===== src/rau_pkg.sv =====
`default_nettype none

package rau_pkg;

    // Default internal word width of the arithmetic.
    localparam int DEFAULT_WORD_WIDTH = 32;

    // Fixed field widths of the stream payloads.
    localparam int OP_W        = 3;
    localparam int FIELD_W     = 32;
    localparam int DEN_W       = 31;
    localparam int IN_TDATA_W  = 136;
    localparam int OUT_TDATA_W = 72;

    // Operation codes.
    localparam logic [OP_W-1:0] OP_NORM = 3'd0;
    localparam logic [OP_W-1:0] OP_ADD  = 3'd1;
    localparam logic [OP_W-1:0] OP_SUB  = 3'd2;
    localparam logic [OP_W-1:0] OP_MUL  = 3'd3;
    localparam logic [OP_W-1:0] OP_DIV  = 3'd4;
    localparam logic [OP_W-1:0] OP_LESS = 3'd5;
    localparam logic [OP_W-1:0] OP_EQ   = 3'd6;
    localparam logic [OP_W-1:0] OP_NONE = 3'd7;

    // Which fraction a reduction pass works on.
    localparam logic [1:0] PH_A = 2'd0;
    localparam logic [1:0] PH_B = 2'd1;
    localparam logic [1:0] PH_R = 2'd2;

    // Sequencer states.
    localparam logic [3:0] S_IDLE  = 4'd0;
    localparam logic [3:0] S_RINIT = 4'd1;
    localparam logic [3:0] S_GCD   = 4'd2;
    localparam logic [3:0] S_DIV   = 4'd3;
    localparam logic [3:0] S_RFIN  = 4'd4;
    localparam logic [3:0] S_MSET  = 4'd5;
    localparam logic [3:0] S_MUL   = 4'd6;
    localparam logic [3:0] S_MFIN  = 4'd7;
    localparam logic [3:0] S_COMB  = 4'd8;
    localparam logic [3:0] S_DONE  = 4'd9;

endpackage

`default_nettype wire


===== src/rational_arithmetic_unit.sv =====
`default_nettype none

// Rational arithmetic unit: takes an operation code and two fractions A and B, brings
// both to lowest terms, and returns either a reduced fraction (normalise A, add,
// subtract, multiply, divide) or a comparison (less, equal). Arithmetic runs on
// WORD_WIDTH-bit two's complement words; every wrap of a product, sum, difference or
// sign flip sets overflow. One item is in flight at a time; s_axis_tready is high only
// while the sequencer is idle. The work runs through bit-serial add/subtract-and-shift
// steps: a reduction is a binary gcd, then a divider pass over the numerator and one
// over the denominator by the gcd; a cross product is a shift-and-add multiply. An
// add or subtract item runs three reductions and three products; an unused code skips
// them. A finished result waits in the output register, so a new transaction is taken
// while the previous result is still unread.
module rational_arithmetic_unit #(
    parameter int WORD_WIDTH = rau_pkg::DEFAULT_WORD_WIDTH
) (
    input  wire                               clk,
    input  wire                               rst_n,
    input  wire                               s_axis_tvalid,
    output logic                              s_axis_tready,
    // req_type[2:0], a_num[34:3], a_den[66:35], b_num[98:67], b_den[130:99], zero fill
    input  wire  [rau_pkg::IN_TDATA_W-1:0]    s_axis_tdata,
    output logic                              m_axis_tvalid,
    input  wire                               m_axis_tready,
    // res_num[31:0], res_den[62:32], cmp_true[63], zero_den[64], overflow[65], zero fill
    output logic [rau_pkg::OUT_TDATA_W-1:0]   m_axis_tdata
);

    localparam int W  = WORD_WIDTH;
    localparam int KW = $clog2(W);
    localparam int FW = rau_pkg::FIELD_W;
    localparam int DW = rau_pkg::DEN_W;
    localparam int OW = rau_pkg::OP_W;

    // control
    logic [3:0]    state_reg, state_next;
    logic [1:0]    phase_reg, phase_next;
    logic [1:0]    midx_reg, midx_next;
    logic          pass_reg, pass_next;
    logic [KW-1:0] cnt_reg, cnt_next;
    logic          m_valid_reg, m_valid_next;

    // payload
    logic [OW-1:0] op_reg, op_next;
    logic [W-1:0]  in_an_reg, in_an_next, in_ad_reg, in_ad_next;
    logic [W-1:0]  in_bn_reg, in_bn_next, in_bd_reg, in_bd_next;
    logic [W-1:0]  a_n_reg, a_n_next, a_d_reg, a_d_next;
    logic [W-1:0]  b_n_reg, b_n_next, b_d_reg, b_d_next;
    logic [W-1:0]  p1_reg, p1_next, p2_reg, p2_next, p3_reg, p3_next;
    logic [W-1:0]  sum_reg, sum_next;
    logic          neg_reg, neg_next;
    logic [W-1:0]  mn_reg, mn_next, md_reg, md_next;
    logic [W-1:0]  x_reg, x_next, y_reg, y_next;
    logic [KW-1:0] k_reg, k_next;
    logic [W-1:0]  g_reg, g_next;
    logic [W-1:0]  dvd_reg, dvd_next;
    logic [W:0]    rem_reg, rem_next;
    logic [W-1:0]  quo_reg, quo_next;
    logic [W-1:0]  rn_reg, rn_next;
    logic [W-1:0]  ma_reg, ma_next;
    logic [2*W-1:0] prod_reg, prod_next;
    logic          mneg_reg, mneg_next;
    logic          ov_reg, ov_next;
    logic          cmp_reg, cmp_next;
    logic          isfrac_reg, isfrac_next;
    logic [W-1:0]  rnum_reg, rnum_next, rden_reg, rden_next;
    logic [rau_pkg::OUT_TDATA_W-1:0] out_reg, out_next;

    // datapath temporaries
    logic [W-1:0]  sel_n, sel_d, fl_n, fl_d;
    logic [W-1:0]  mx, my, m_lo, m_res;
    logic [W:0]    rem_sh, diff, mul_sum;
    logic [W-1:0]  quo_sh, rn_signed, cmb;
    logic          div_bit, mul_need, mul_ov;
    logic [W-1:0]  w_min;

    assign w_min = {1'b1, {(W-1){1'b0}}};

    assign s_axis_tready = (state_reg == rau_pkg::S_IDLE);
    assign m_axis_tvalid = m_valid_reg;
    assign m_axis_tdata  = out_reg;

    always_comb
    begin
        // reduction operands by pass
        unique case (phase_reg)
            rau_pkg::PH_A: begin sel_n = in_an_reg; sel_d = in_ad_reg; end
            rau_pkg::PH_B: begin sel_n = in_bn_reg; sel_d = in_bd_reg; end
            default:       begin sel_n = sum_reg;   sel_d = p3_reg;    end
        endcase
        fl_n = sel_d[W-1] ? W'(-sel_n) : sel_n;
        fl_d = sel_d[W-1] ? W'(-sel_d) : sel_d;

        // divider step
        rem_sh  = {rem_reg[W-1:0], dvd_reg[W-1]};
        diff    = rem_sh - {1'b0, g_reg};
        div_bit = !diff[W];
        quo_sh  = {quo_reg[W-2:0], div_bit};

        // product operand selection and slot use
        unique case (midx_reg)
            2'd0:    begin
                         mx = a_n_reg;
                         my = (op_reg == rau_pkg::OP_MUL) ? b_n_reg : b_d_reg;
                         mul_need = 1'b1;
                     end
            2'd1:    begin
                         mx = b_n_reg; my = a_d_reg;
                         mul_need = (op_reg == rau_pkg::OP_ADD) || (op_reg == rau_pkg::OP_SUB)
                                 || (op_reg == rau_pkg::OP_LESS);
                     end
            2'd2:    begin
                         mx = a_d_reg;
                         my = (op_reg == rau_pkg::OP_DIV) ? b_n_reg : b_d_reg;
                         mul_need = (op_reg != rau_pkg::OP_LESS);
                     end
            default: begin mx = a_n_reg; my = b_d_reg; mul_need = 1'b0; end
        endcase

        // multiplier step: add the multiplicand into the high half, shift right
        mul_sum = {1'b0, prod_reg[2*W-1:W]} + (prod_reg[0] ? {1'b0, ma_reg} : '0);

        // product finish: wrap test on the full magnitude
        m_lo   = prod_reg[W-1:0];
        m_res  = mneg_reg ? W'(-m_lo) : m_lo;
        mul_ov = mneg_reg ? ((|prod_reg[2*W-1:W]) || (prod_reg[W-1] && (|prod_reg[W-2:0])))
                          : (|prod_reg[2*W-1:W-1]);

        rn_signed = neg_reg ? W'(-rn_reg) : rn_reg;
        cmb = (op_reg == rau_pkg::OP_SUB) ? W'(p1_reg - p2_reg) : W'(p1_reg + p2_reg);

        // defaults: hold
        state_next = state_reg;   phase_next = phase_reg; midx_next = midx_reg;
        pass_next = pass_reg;     cnt_next = cnt_reg;     m_valid_next = m_valid_reg;
        op_next = op_reg;
        in_an_next = in_an_reg;   in_ad_next = in_ad_reg;
        in_bn_next = in_bn_reg;   in_bd_next = in_bd_reg;
        a_n_next = a_n_reg;       a_d_next = a_d_reg;
        b_n_next = b_n_reg;       b_d_next = b_d_reg;
        p1_next = p1_reg;         p2_next = p2_reg;       p3_next = p3_reg;
        sum_next = sum_reg;       neg_next = neg_reg;
        mn_next = mn_reg;         md_next = md_reg;
        x_next = x_reg;           y_next = y_reg;         k_next = k_reg;
        g_next = g_reg;           dvd_next = dvd_reg;     rem_next = rem_reg;
        quo_next = quo_reg;       rn_next = rn_reg;
        ma_next = ma_reg;         prod_next = prod_reg;   mneg_next = mneg_reg;
        ov_next = ov_reg;         cmp_next = cmp_reg;     isfrac_next = isfrac_reg;
        rnum_next = rnum_reg;     rden_next = rden_reg;   out_next = out_reg;

        if (m_valid_reg && m_axis_tready)
            m_valid_next = 1'b0;

        unique case (state_reg)
            rau_pkg::S_IDLE:
            begin
                if (s_axis_tvalid)
                begin
                    op_next    = s_axis_tdata[2:0];
                    in_an_next = W'(signed'(s_axis_tdata[34:3]));
                    in_ad_next = W'(signed'(s_axis_tdata[66:35]));
                    in_bn_next = W'(signed'(s_axis_tdata[98:67]));
                    in_bd_next = W'(signed'(s_axis_tdata[130:99]));
                    ov_next     = 1'b0;
                    cmp_next    = 1'b0;
                    isfrac_next = 1'b0;
                    rnum_next   = '0;
                    rden_next   = W'(1);
                    phase_next  = rau_pkg::PH_A;
                    state_next  = (s_axis_tdata[2:0] == rau_pkg::OP_NONE) ? rau_pkg::S_DONE
                                                                         : rau_pkg::S_RINIT;
                end
            end
            rau_pkg::S_RINIT:
            begin
                rem_next = '0;
                if (sel_n == '0)
                begin
                    // zero numerator: straight to 0/1
                    neg_next   = 1'b0;
                    rn_next    = '0;
                    quo_next   = W'(1);
                    state_next = rau_pkg::S_RFIN;
                end
                else
                begin
                    if (sel_d[W-1] && ((sel_n == w_min) || (sel_d == w_min)))
                        ov_next = 1'b1;
                    neg_next   = fl_n[W-1];
                    mn_next    = fl_n[W-1] ? W'(-fl_n) : fl_n;
                    md_next    = fl_d[W-1] ? W'(-fl_d) : fl_d;
                    x_next     = fl_n[W-1] ? W'(-fl_n) : fl_n;
                    y_next     = fl_d[W-1] ? W'(-fl_d) : fl_d;
                    k_next     = '0;
                    state_next = rau_pkg::S_GCD;
                end
            end
            rau_pkg::S_GCD:
            begin
                // binary gcd, one step a cycle
                priority if (y_reg == '0)
                begin
                    g_next     = x_reg << k_reg;
                    dvd_next   = mn_reg;
                    rem_next   = '0;
                    quo_next   = '0;
                    cnt_next   = '0;
                    pass_next  = 1'b0;
                    state_next = rau_pkg::S_DIV;
                end
                else if (!x_reg[0] && !y_reg[0])
                begin
                    x_next = x_reg >> 1;
                    y_next = y_reg >> 1;
                    k_next = k_reg + KW'(1);
                end
                else if (!x_reg[0])
                    x_next = x_reg >> 1;
                else if (!y_reg[0])
                    y_next = y_reg >> 1;
                else if (x_reg > y_reg)
                    x_next = x_reg - y_reg;
                else
                    y_next = y_reg - x_reg;
            end
            rau_pkg::S_DIV:
            begin
                rem_next = div_bit ? diff : rem_sh;
                quo_next = quo_sh;
                dvd_next = dvd_reg << 1;
                cnt_next = cnt_reg + KW'(1);
                if (cnt_reg == KW'(W-1))
                begin
                    cnt_next = '0;
                    if (!pass_reg)
                    begin
                        rn_next   = quo_sh;
                        dvd_next  = md_reg;
                        rem_next  = '0;
                        quo_next  = '0;
                        pass_next = 1'b1;
                    end
                    else
                        state_next = rau_pkg::S_RFIN;
                end
            end
            rau_pkg::S_RFIN:
            begin
                if ((!neg_reg && rn_reg[W-1]) || quo_reg[W-1])
                    ov_next = 1'b1;
                rnum_next = rn_signed;
                rden_next = quo_reg;
                unique case (phase_reg)
                    rau_pkg::PH_A:
                    begin
                        a_n_next = rn_signed;
                        a_d_next = quo_reg;
                        if (op_reg == rau_pkg::OP_NORM)
                        begin
                            isfrac_next = 1'b1;
                            state_next  = rau_pkg::S_DONE;
                        end
                        else
                        begin
                            phase_next = rau_pkg::PH_B;
                            state_next = rau_pkg::S_RINIT;
                        end
                    end
                    rau_pkg::PH_B:
                    begin
                        b_n_next = rn_signed;
                        b_d_next = quo_reg;
                        if (op_reg == rau_pkg::OP_EQ)
                        begin
                            cmp_next   = (a_n_reg == rn_signed) && (a_d_reg == quo_reg);
                            state_next = rau_pkg::S_DONE;
                        end
                        else
                        begin
                            midx_next  = 2'd0;
                            state_next = rau_pkg::S_MSET;
                        end
                    end
                    default:
                    begin
                        isfrac_next = 1'b1;
                        state_next  = rau_pkg::S_DONE;
                    end
                endcase
            end
            rau_pkg::S_MSET:
            begin
                priority if (midx_reg == 2'd3)
                    state_next = rau_pkg::S_COMB;
                else if (mul_need)
                begin
                    ma_next    = mx[W-1] ? W'(-mx) : mx;
                    prod_next  = {{W{1'b0}}, (my[W-1] ? W'(-my) : my)};
                    mneg_next  = mx[W-1] ^ my[W-1];
                    cnt_next   = '0;
                    state_next = rau_pkg::S_MUL;
                end
                else
                    midx_next = midx_reg + 2'd1;
            end
            rau_pkg::S_MUL:
            begin
                prod_next = {mul_sum, prod_reg[W-1:1]};
                cnt_next  = cnt_reg + KW'(1);
                if (cnt_reg == KW'(W-1))
                begin
                    cnt_next   = '0;
                    state_next = rau_pkg::S_MFIN;
                end
            end
            rau_pkg::S_MFIN:
            begin
                if (mul_ov)
                    ov_next = 1'b1;
                unique case (midx_reg)
                    2'd0:    p1_next = m_res;
                    2'd1:    p2_next = m_res;
                    default: p3_next = m_res;
                endcase
                midx_next  = midx_reg + 2'd1;
                state_next = rau_pkg::S_MSET;
            end
            rau_pkg::S_COMB:
            begin
                priority if (op_reg == rau_pkg::OP_LESS)
                begin
                    cmp_next   = $signed(p1_reg) < $signed(p2_reg);
                    state_next = rau_pkg::S_DONE;
                end
                else
                begin
                    if (op_reg == rau_pkg::OP_ADD)
                    begin
                        sum_next = cmb;
                        if ((p1_reg[W-1] == p2_reg[W-1]) && (cmb[W-1] != p1_reg[W-1]))
                            ov_next = 1'b1;
                    end
                    else if (op_reg == rau_pkg::OP_SUB)
                    begin
                        sum_next = cmb;
                        if ((p1_reg[W-1] != p2_reg[W-1]) && (cmb[W-1] != p1_reg[W-1]))
                            ov_next = 1'b1;
                    end
                    else
                        sum_next = p1_reg;
                    phase_next = rau_pkg::PH_R;
                    state_next = rau_pkg::S_RINIT;
                end
            end
            rau_pkg::S_DONE:
            begin
                // hold until the output register is free
                if (!m_valid_reg || m_axis_tready)
                begin
                    out_next = '0;
                    out_next[31:0]  = isfrac_reg ? FW'(signed'(rnum_reg)) : '0;
                    out_next[62:32] = isfrac_reg ? DW'(signed'(rden_reg)) : DW'(1);
                    out_next[63]    = cmp_reg;
                    out_next[64]    = isfrac_reg && (rden_reg == '0);
                    out_next[65]    = ov_reg;
                    m_valid_next    = 1'b1;
                    state_next      = rau_pkg::S_IDLE;
                end
            end
            default:
                state_next = rau_pkg::S_IDLE;
        endcase
    end

    always_ff @(posedge clk or negedge rst_n)
    begin
        if (!rst_n)
        begin
            state_reg   <= rau_pkg::S_IDLE;
            phase_reg   <= rau_pkg::PH_A;
            midx_reg    <= 2'd0;
            pass_reg    <= 1'b0;
            cnt_reg     <= '0;
            m_valid_reg <= 1'b0;
        end
        else
        begin
            state_reg   <= state_next;
            phase_reg   <= phase_next;
            midx_reg    <= midx_next;
            pass_reg    <= pass_next;
            cnt_reg     <= cnt_next;
            m_valid_reg <= m_valid_next;
        end
    end

    always_ff @(posedge clk)
    begin
        op_reg <= op_next;
        in_an_reg <= in_an_next;  in_ad_reg <= in_ad_next;
        in_bn_reg <= in_bn_next;  in_bd_reg <= in_bd_next;
        a_n_reg <= a_n_next;      a_d_reg <= a_d_next;
        b_n_reg <= b_n_next;      b_d_reg <= b_d_next;
        p1_reg <= p1_next;        p2_reg <= p2_next;      p3_reg <= p3_next;
        sum_reg <= sum_next;      neg_reg <= neg_next;
        mn_reg <= mn_next;        md_reg <= md_next;
        x_reg <= x_next;          y_reg <= y_next;        k_reg <= k_next;
        g_reg <= g_next;          dvd_reg <= dvd_next;    rem_reg <= rem_next;
        quo_reg <= quo_next;      rn_reg <= rn_next;
        ma_reg <= ma_next;        prod_reg <= prod_next;  mneg_reg <= mneg_next;
        ov_reg <= ov_next;        cmp_reg <= cmp_next;    isfrac_reg <= isfrac_next;
        rnum_reg <= rnum_next;    rden_reg <= rden_next;  out_reg <= out_next;
    end

    // The gcd working value never drops to zero, so the divisor is never zero.
    a_gcd_nonzero: assert property (@(posedge clk) disable iff (!rst_n)
        (state_reg == rau_pkg::S_GCD) |-> (x_reg != '0))
        else $error("gcd operand reached zero");

    // The gcd divides the denominator exactly: no remainder after the second pass.
    a_exact_div: assert property (@(posedge clk) disable iff (!rst_n)
        (state_reg == rau_pkg::S_RFIN) |-> (rem_reg == '0))
        else $error("reduction left a remainder");

    // A comparison result carries the fixed fraction 0/1 and no zero denominator.
    a_cmp_fields: assert property (@(posedge clk) disable iff (!rst_n)
        (m_valid_reg && out_reg[63]) |-> ((out_reg[31:0] == '0) && (out_reg[62:32] == DW'(1))
                                         && !out_reg[64]))
        else $error("comparison result with fraction fields set");

    // Zero denominator flag agrees with the denominator field.
    a_zero_den: assert property (@(posedge clk) disable iff (!rst_n)
        (m_valid_reg && out_reg[64]) |-> (out_reg[62:32] == '0))
        else $error("zero denominator flag with nonzero denominator");

endmodule

`default_nettype wire

===== config.mk =====
export PLATFORM = sky130hd
export DESIGN_NAME = rational_arithmetic_unit
export DESIGN_NICKNAME = d
export VERILOG_FILES = /design/src/rau_pkg.sv /design/src/rational_arithmetic_unit.sv
export SDC_FILE = /design/constraint.sdc
export NUM_CORES = 2
export LEC_CHECK = 0
export ABC_CLOCK_PERIOD_IN_PS = 20700
export BUFFER_PORTS_ARGS = -buffer_cell sky130_fd_sc_hd__buf_2
export CAP_MARGIN = 10
export CORE_MARGIN = 2
export CORE_UTILIZATION = 53
export CTS_CLUSTER_SIZE = 30
export DETAILED_ROUTE_END_ITERATION = 16
export HOLD_SLACK_MARGIN = 0.02
export PLACE_DENSITY_LB_ADDON = 0.3
export SYNTH_ARGS = -nofsm -noshare
export SYNTH_HDL_FRONTEND = slang
export SYNTH_SLANG_ARGS = --single-unit
export TNS_END_PERCENT = 10

===== constraint.sdc =====
create_clock -name clk -period 20.7 [get_ports clk]
set_input_delay 0 -clock clk [delete_from_list [all_inputs] [get_ports clk]]
set_output_delay 0 -clock clk [all_outputs]
set_load 0.01 [all_outputs]

# --- Word level (Yosys, flattened, before mapping) ---
# Cells that the tools add are included.
op_classes:
  add_sub_neg: 17
  n_lt_le_gt_ge: 2
  n_eq_ne: 63
  shifts: 1
  mux: 117
  bitwise_logic: 5
  n_reduce_logical: 72
op_table:
  columns: ["operator", "n"]
  rows:
  - ["two-way mux 32 bit", 41]
  - ["case mux 32 bit (2 select lines)", 9]
  - ["case mux 32 bit (3 select lines)", 3]
  - ["negator 32 bit", 8]
  - ["two-way mux 64 bit", 2]
  - ["case mux 64 bit (2 select lines)", 1]
  - ["zero test 32 bit", 3]
  - ["subtractor 32 bit", 3]
  - ["equality test 32 bit", 2]
  - ["equality test 32 bit, second input constant", 2]
  - ["two-way mux 4 bit", 12]
  - ["inequality test 2 bit, second input constant", 24]
  - ["case mux 4 bit (10 select lines)", 1]
  - ["two-way mux 5 bit", 7]
  - ["adder 32 x 32 -> 33 bit", 1]
  - ["OR reduction 33 bit", 1]
  - ["subtractor 33 x 32 -> 33 bit", 1]
  - ["adder 32 bit", 1]
  - ["> comparator 32 bit", 1]
  - ["< comparator 32 bit", 1]
  - ["OR reduction 32 bit", 1]
  - ["<< shifter 32 x 5 -> 32 bit", 1]
  - ["two-way mux 31 bit", 1]
  - ["OR reduction 31 bit", 1]
  - ["other kinds (45)", 149]
word_totals:
  ff_bits: 926
  input_bits: 140
  output_inout_bits: 74

# --- Logic depth before layout (Yosys ltp) ---
depth:
  word_depth: 9
  mapped_depth: 22
  mapped_depth_nobuf: 16

# --- Worst setup path before layout ---
# No wires, ideal clock.
synth_timing:
  kind: "flip-flop to flip-flop"
  start: "register midx_reg[0]"
  end: "register prod_reg[0] (enable)"
  setup_ns: 0.394
  arrival_ns: 8.543
  required_ns: 20.306
  setup_slack_ns: 11.763
  path_stages_with_launch: 9
  synth_period_minus_slack_ns: 8.937
  path_cell_list: "dfrtp_1 inv_1 ha_1 clkbuf_1 clkbuf_1 clkbuf_1 a21oi_1 a2111oi_0 or2_2"
synth_between:
  elab_chain_len: 4
synth_lines:
  columns: ["element", "line_no", "text"]
  rows:
  - ["start: declaration", "rational_arithmetic_unit.sv:38", "logic [1:0] midx_reg, midx_next;"]
  - ["start signal: assignment", "rational_arithmetic_unit.sv:389", "midx_reg <= midx_next;"]
  - ["equality test 2 bit (tied with other cells)", "rational_arithmetic_unit.sv:101", "unique case (midx_reg)"]
  - ["case mux 1 bit (3 select lines)", "rational_arithmetic_unit.sv:101", null]
  - ["inequality test 2 bit (no source line)", null, null]
  - ["AND reduction 3 bit (no source line) *", null, null]
  - ["end signal: assignment", "rational_arithmetic_unit.sv:409", "ma_reg <= ma_next; prod_reg <= prod_next; mneg_reg <= mneg_next;"]
  - ["end: declaration", "rational_arithmetic_unit.sv:61", "logic [2*W-1:0] prod_reg, prod_next;"]
# Every way passes the cells marked *; elsewhere a longest branch is shown, timed or not.
# A chain may end at the register's enable or synchronous reset.

# --- Final worst setup path ---
layout_timing:
  start: "register phase_reg[1]"
  end: "register rn_reg[5] (enable)"
layout_between:
  elab_chain_len: 5
layout_lines:
  columns: ["element", "line_no", "text"]
  rows:
  - ["start: declaration", "rational_arithmetic_unit.sv:37", "logic [1:0] phase_reg, phase_next;"]
  - ["start signal: assignment", "rational_arithmetic_unit.sv:379", "phase_reg <= rau_pkg::PH_A;"]
  - ["start signal: assignment", "rational_arithmetic_unit.sv:388", "phase_reg <= phase_next;"]
  - ["equality test 2 x 1 -> 1 bit or zero test 2 bit (tied branches)", "rational_arithmetic_unit.sv:86", "unique case (phase_reg)"]
  - ["case mux 32 bit (2 select lines) *", "rational_arithmetic_unit.sv:86", null]
  - ["zero test 32 bit *", "rational_arithmetic_unit.sv:176", "if (sel_n == '0)"]
  - ["inequality test 2 bit (no source line) *", null, null]
  - ["AND reduction 4 bit (no source line) *", null, null]
  - ["end signal: assignment", "rational_arithmetic_unit.sv:408", "quo_reg <= quo_next; rn_reg <= rn_next;"]
  - ["end: declaration", "rational_arithmetic_unit.sv:59", "logic [W-1:0] rn_reg, rn_next;"]
# Marks and branches as above.

==> run_results.csv <==
group,metric,value,unit
sta,timing_max_transition_violations_final,0,
setup_path,critPathTopFamily,"simple AND/OR/NAND/NOR gates",
clock_tree,cts_bufs_inserted,101,
logic_synthesis,synth_compound_area_frac,0.154,
setup_path,setup.worst_path.start_class,"flip-flop",
setup_path,cp_slowest_cell,"dfrtp_4",
clock_tree,clkLatencyLatePin,0.71,ns
global_route,grt_remaining_overflow,0,
final_layout,largest_reg_flops,66,
run_status,outcome,"complete, no violations",
detailed_routing,drt-wirelength-per-cell,23.7,µm
final_layout,most_common_cell_after_layout_fill_and_taps_aside,"edfxtp_1",
logic_synthesis,synth_cells,5119,
min_path,hold_path.class,"in2reg",
logic_synthesis,dominant_combinational_cell_family_by_area_after_synthesis,"compound AO/OA/AOI/OAI gates",
clock_tree,clock_sink_count,926,
setup_path,crit_arrival,7.17,ns
detailed_routing,routed_via_density,6.18,
sta,hold_viol_final,0,
detailed_routing,route.vias.total,42700,
sta,grt_setup_unrepaired,"no",
final_layout,layout_common_cells,"edfxtp_1, nand2_1, nor2_1",
floorplan,initial_utilization,0.534,
setup_path,timing_worst_setup_path_type,"reg2reg",
pwr,power.ir.vdd_worst,0.000117,V
global_route,grt_pass1_wl,245000,µm
final_layout,synthesis_to_finish_area_growth,14.6,%
logic_synthesis,yosys_register_bits,926,
floorplan,y_dimension_of_the_die,324,µm
setup_path,crit_top_cell,"buf_4",
final_layout,design.final.nets,5798,
floorplan,fp-row-count,117,
clock_tree,postcts_setup_bufs,0,
setup_path,timing.critical_path.buf_inv,3,
detailed_routing,first_iter_violations,5286,
sta,max-slew-margin-rel,0.212,
final_layout,finalNonFillerCells,6905,
sta,maximum_operating_frequency,146,MHz
logic_synthesis,synth_xor_area_frac,0.0640,
clock_tree,htreeDepth,3,
sta,setup_violators_final,0,
pwr,power-per-cell-area,176,nW/µm²
detailed_routing,antenna_violation_net_count_after_detailed_routing,0,
placement,placed_cells_incl_taps,6473,
global_route,first_global_vias,41100,
final_layout,layout-drive-gt1-share,0.106,
logic_synthesis,synth-adder-area-share,0.0499,
logic_synthesis,synth_cell_types,102,
floorplan,die_area,105000,µm²
placement,post-dp-hpwl,113000,µm
final_layout,multiInputGateArea,24600,µm²
sta,worst_pin_slew,1.18,ns
logic_synthesis,muxShareOfSynthArea,0.0467,
logic_synthesis,synthArstFlopShare,0.0162,
setup_path,cp_cell_sequence,"buf_4 -> o21ai_1 -> inv_1 -> ha_1 -> o211ai_1 -> buf_4 -> or4_1 -> nor4_2 -> and2_1 -> nand3_1 -> or2_2 -> o22ai_4",
final_layout,ff_latch_area,27700,µm²
floorplan,design.portCount,214,
placement,finalWeightedCongestion,0.977,
detailed_routing,total_length_of_routed_wires,163000,µm
clock_tree,clockRootBuffer,"clkbuf_16",
sta,finalSetupTns,0,ns
job,cap_violations,0,
global_route,grt_max_degree,77,
floorplan,die_width,324,µm
clock_tree,cts-hold-fix-buffers,235,
clock_tree,cts.reportedPaths.clkPinSlew,0.06,ns
clock_tree,tritoncts,"built",
setup_path,largest_driver_fanout_on_the_critical_path,65,
detailed_routing,total_drc_errors_in_the_routed_layout,0,
setup_path,worst_setup_path_end_kind,"flip-flop",
global_route,grt_antenna_before_repair,9,
floorplan,area_of_the_core,102000,µm²
logic_synthesis,synth.avg_cell_area,10.6,µm²
setup_path,max_stage_delay,0.93,ns
sta,layout_min_cycle_time,6.86,ns
sta,clock_skew,0.0602,ns
clock_tree,post_cts.resized_instances,0,
sta,timing.final.crit_share,0.331,
clock_tree,clockBufferDepth,3,
logic_synthesis,synth_simple_gate_area_share,0.134,
logic_synthesis,synth_enable_flop_cells,911,
logic_synthesis,yosysWarningCount,0,
placement,port-buffer-count,202,
detailed_routing,length_of_the_first_detailed_routing_pass_in_iterations,6,
final_layout,fillCellCount,8087,
logic_synthesis,seq_area_frac_synth,0.511,
logic_synthesis,mappedNetlistArea,54300,µm²
pwr,cellLeakagePower,23.6,nW
global_route,grt_use_total,0.307,
setup_path,worstPathRequired,21.01,ns
logic_synthesis,ys.flop_type,"edfxtp_1",
==> metal layers <==
layer | GRT usage | vias to the layer above | part of all wire
li1 | - | 19500 | -
met1 | 0.393 | 20600 | 0.39
met2 | 0.506 | 2112 | 0.47
met3 | 0.0494 | 513 | 0.083
met4 | 0.154 | 8 | 0.056
met5 | 0 | - | 0.00033
==> worst reg2reg max path: stages (launching register included) <==
cell,delay (ns)
dfrtp_4,0.93
buf_4,0.83
o21ai_1,0.31
inv_1,0.35
ha_1,0.32
o211ai_1,0.13
buf_4,0.21
or4_1,0.64
nor4_2,0.68
and2_1,0.37
nand3_1,0.32
or2_2,0.49
o22ai_4,0.87
==> cell families (layout without fill, tap and decap cells) <==
| logic type | Yosys count | after routing |
|---|---|---|
| simple gates | 1501 | 1501 |
| buf+inv | 546 | 953 |
| mux | 222 | 222 |
| xor+xnor | 395 | 395 |
| flops | 926 | 926 |
| other cells | 1 | 12 |
| fa+ha+maj | 213 | 213 |
| compound gates | 1315 | 1315 |
==> final cells by class <==
cell class              instances  share of cell area
flip-flops and latches        926               0.446
clock buffers                 116              0.0424
inverters                     269              0.0163
clock inverters                73              0.0115
repair buffers                495              0.0614
diodes                          6            0.000241
multi-input cells            3652               0.395
well taps                    1368              0.0275
==> final timing paths <==
path	from	to	slack (ns)	cells after the start
hold / removal	s_axis_tdata[44]	in_ad_reg[9]	0.03	2
hold reg to reg	ov_reg	m_axis_tdata[65]	0.43	0
setup / recovery	phase_reg[1]	rn_reg[5]	13.84	12
setup reg to reg	phase_reg[1]	rn_reg[5]	13.84	12
max in group asynchronous	rst_n	phase_reg[1]	19.55	3
min in group asynchronous	rst_n	state_reg[3]	0.57	3
==> synthesized netlist by cell type, types with 77 or more instances <==
cell      count  area [µm²]
xor2_1      147        1290
clkbuf_1    213         800
ha_1        207        2590
nor2_1      392        1470
edfxtp_1    911       27400
inv_1       266         998
o21ai_0     330        1650
xnor2_1     246        2150
nand2_1     453        1700
a21o_1       77         578
mux2i_1     141        1410
a21oi_1     352        1760
and2_1      192        1200
==> through the flow <==
stage / cell area, µm² / power [mW] / setup slack (ns) / hold slack (ns) / utilization
after floorplan: 54300 / 7.21 / 11.76 / -0.296 / -
after global placement: 56500 / 8.84 / 14.16 / -0.0619 / 0.555
after detailed placement: 56500 / 8.93 / 14.17 / -0.0590 / 0.555
after CTS: 62200 / 10.8 / 14.12 / 0.0203 / 0.611
after global routing: 62200 / 11.5 / 13.69 / 0.0243 / 0.611
final: 62200 / 11.0 / 13.84 / 0.0274 / 0.612
==> report_power, final <==
part | internal (mW) | total, mW | switching (mW) | leakage [nW]
registers | 3.00 | 3.48 | 0.474 | 8.60
clock network | 1.06 | 1.85 | 0.794 | 1.63
logic | 1.96 | 5.64 | 3.68 | 13.4
total | 6.02 | 11.0 | 4.95 | 23.6
No activity file was read; power rests on OpenSTA's default activity.
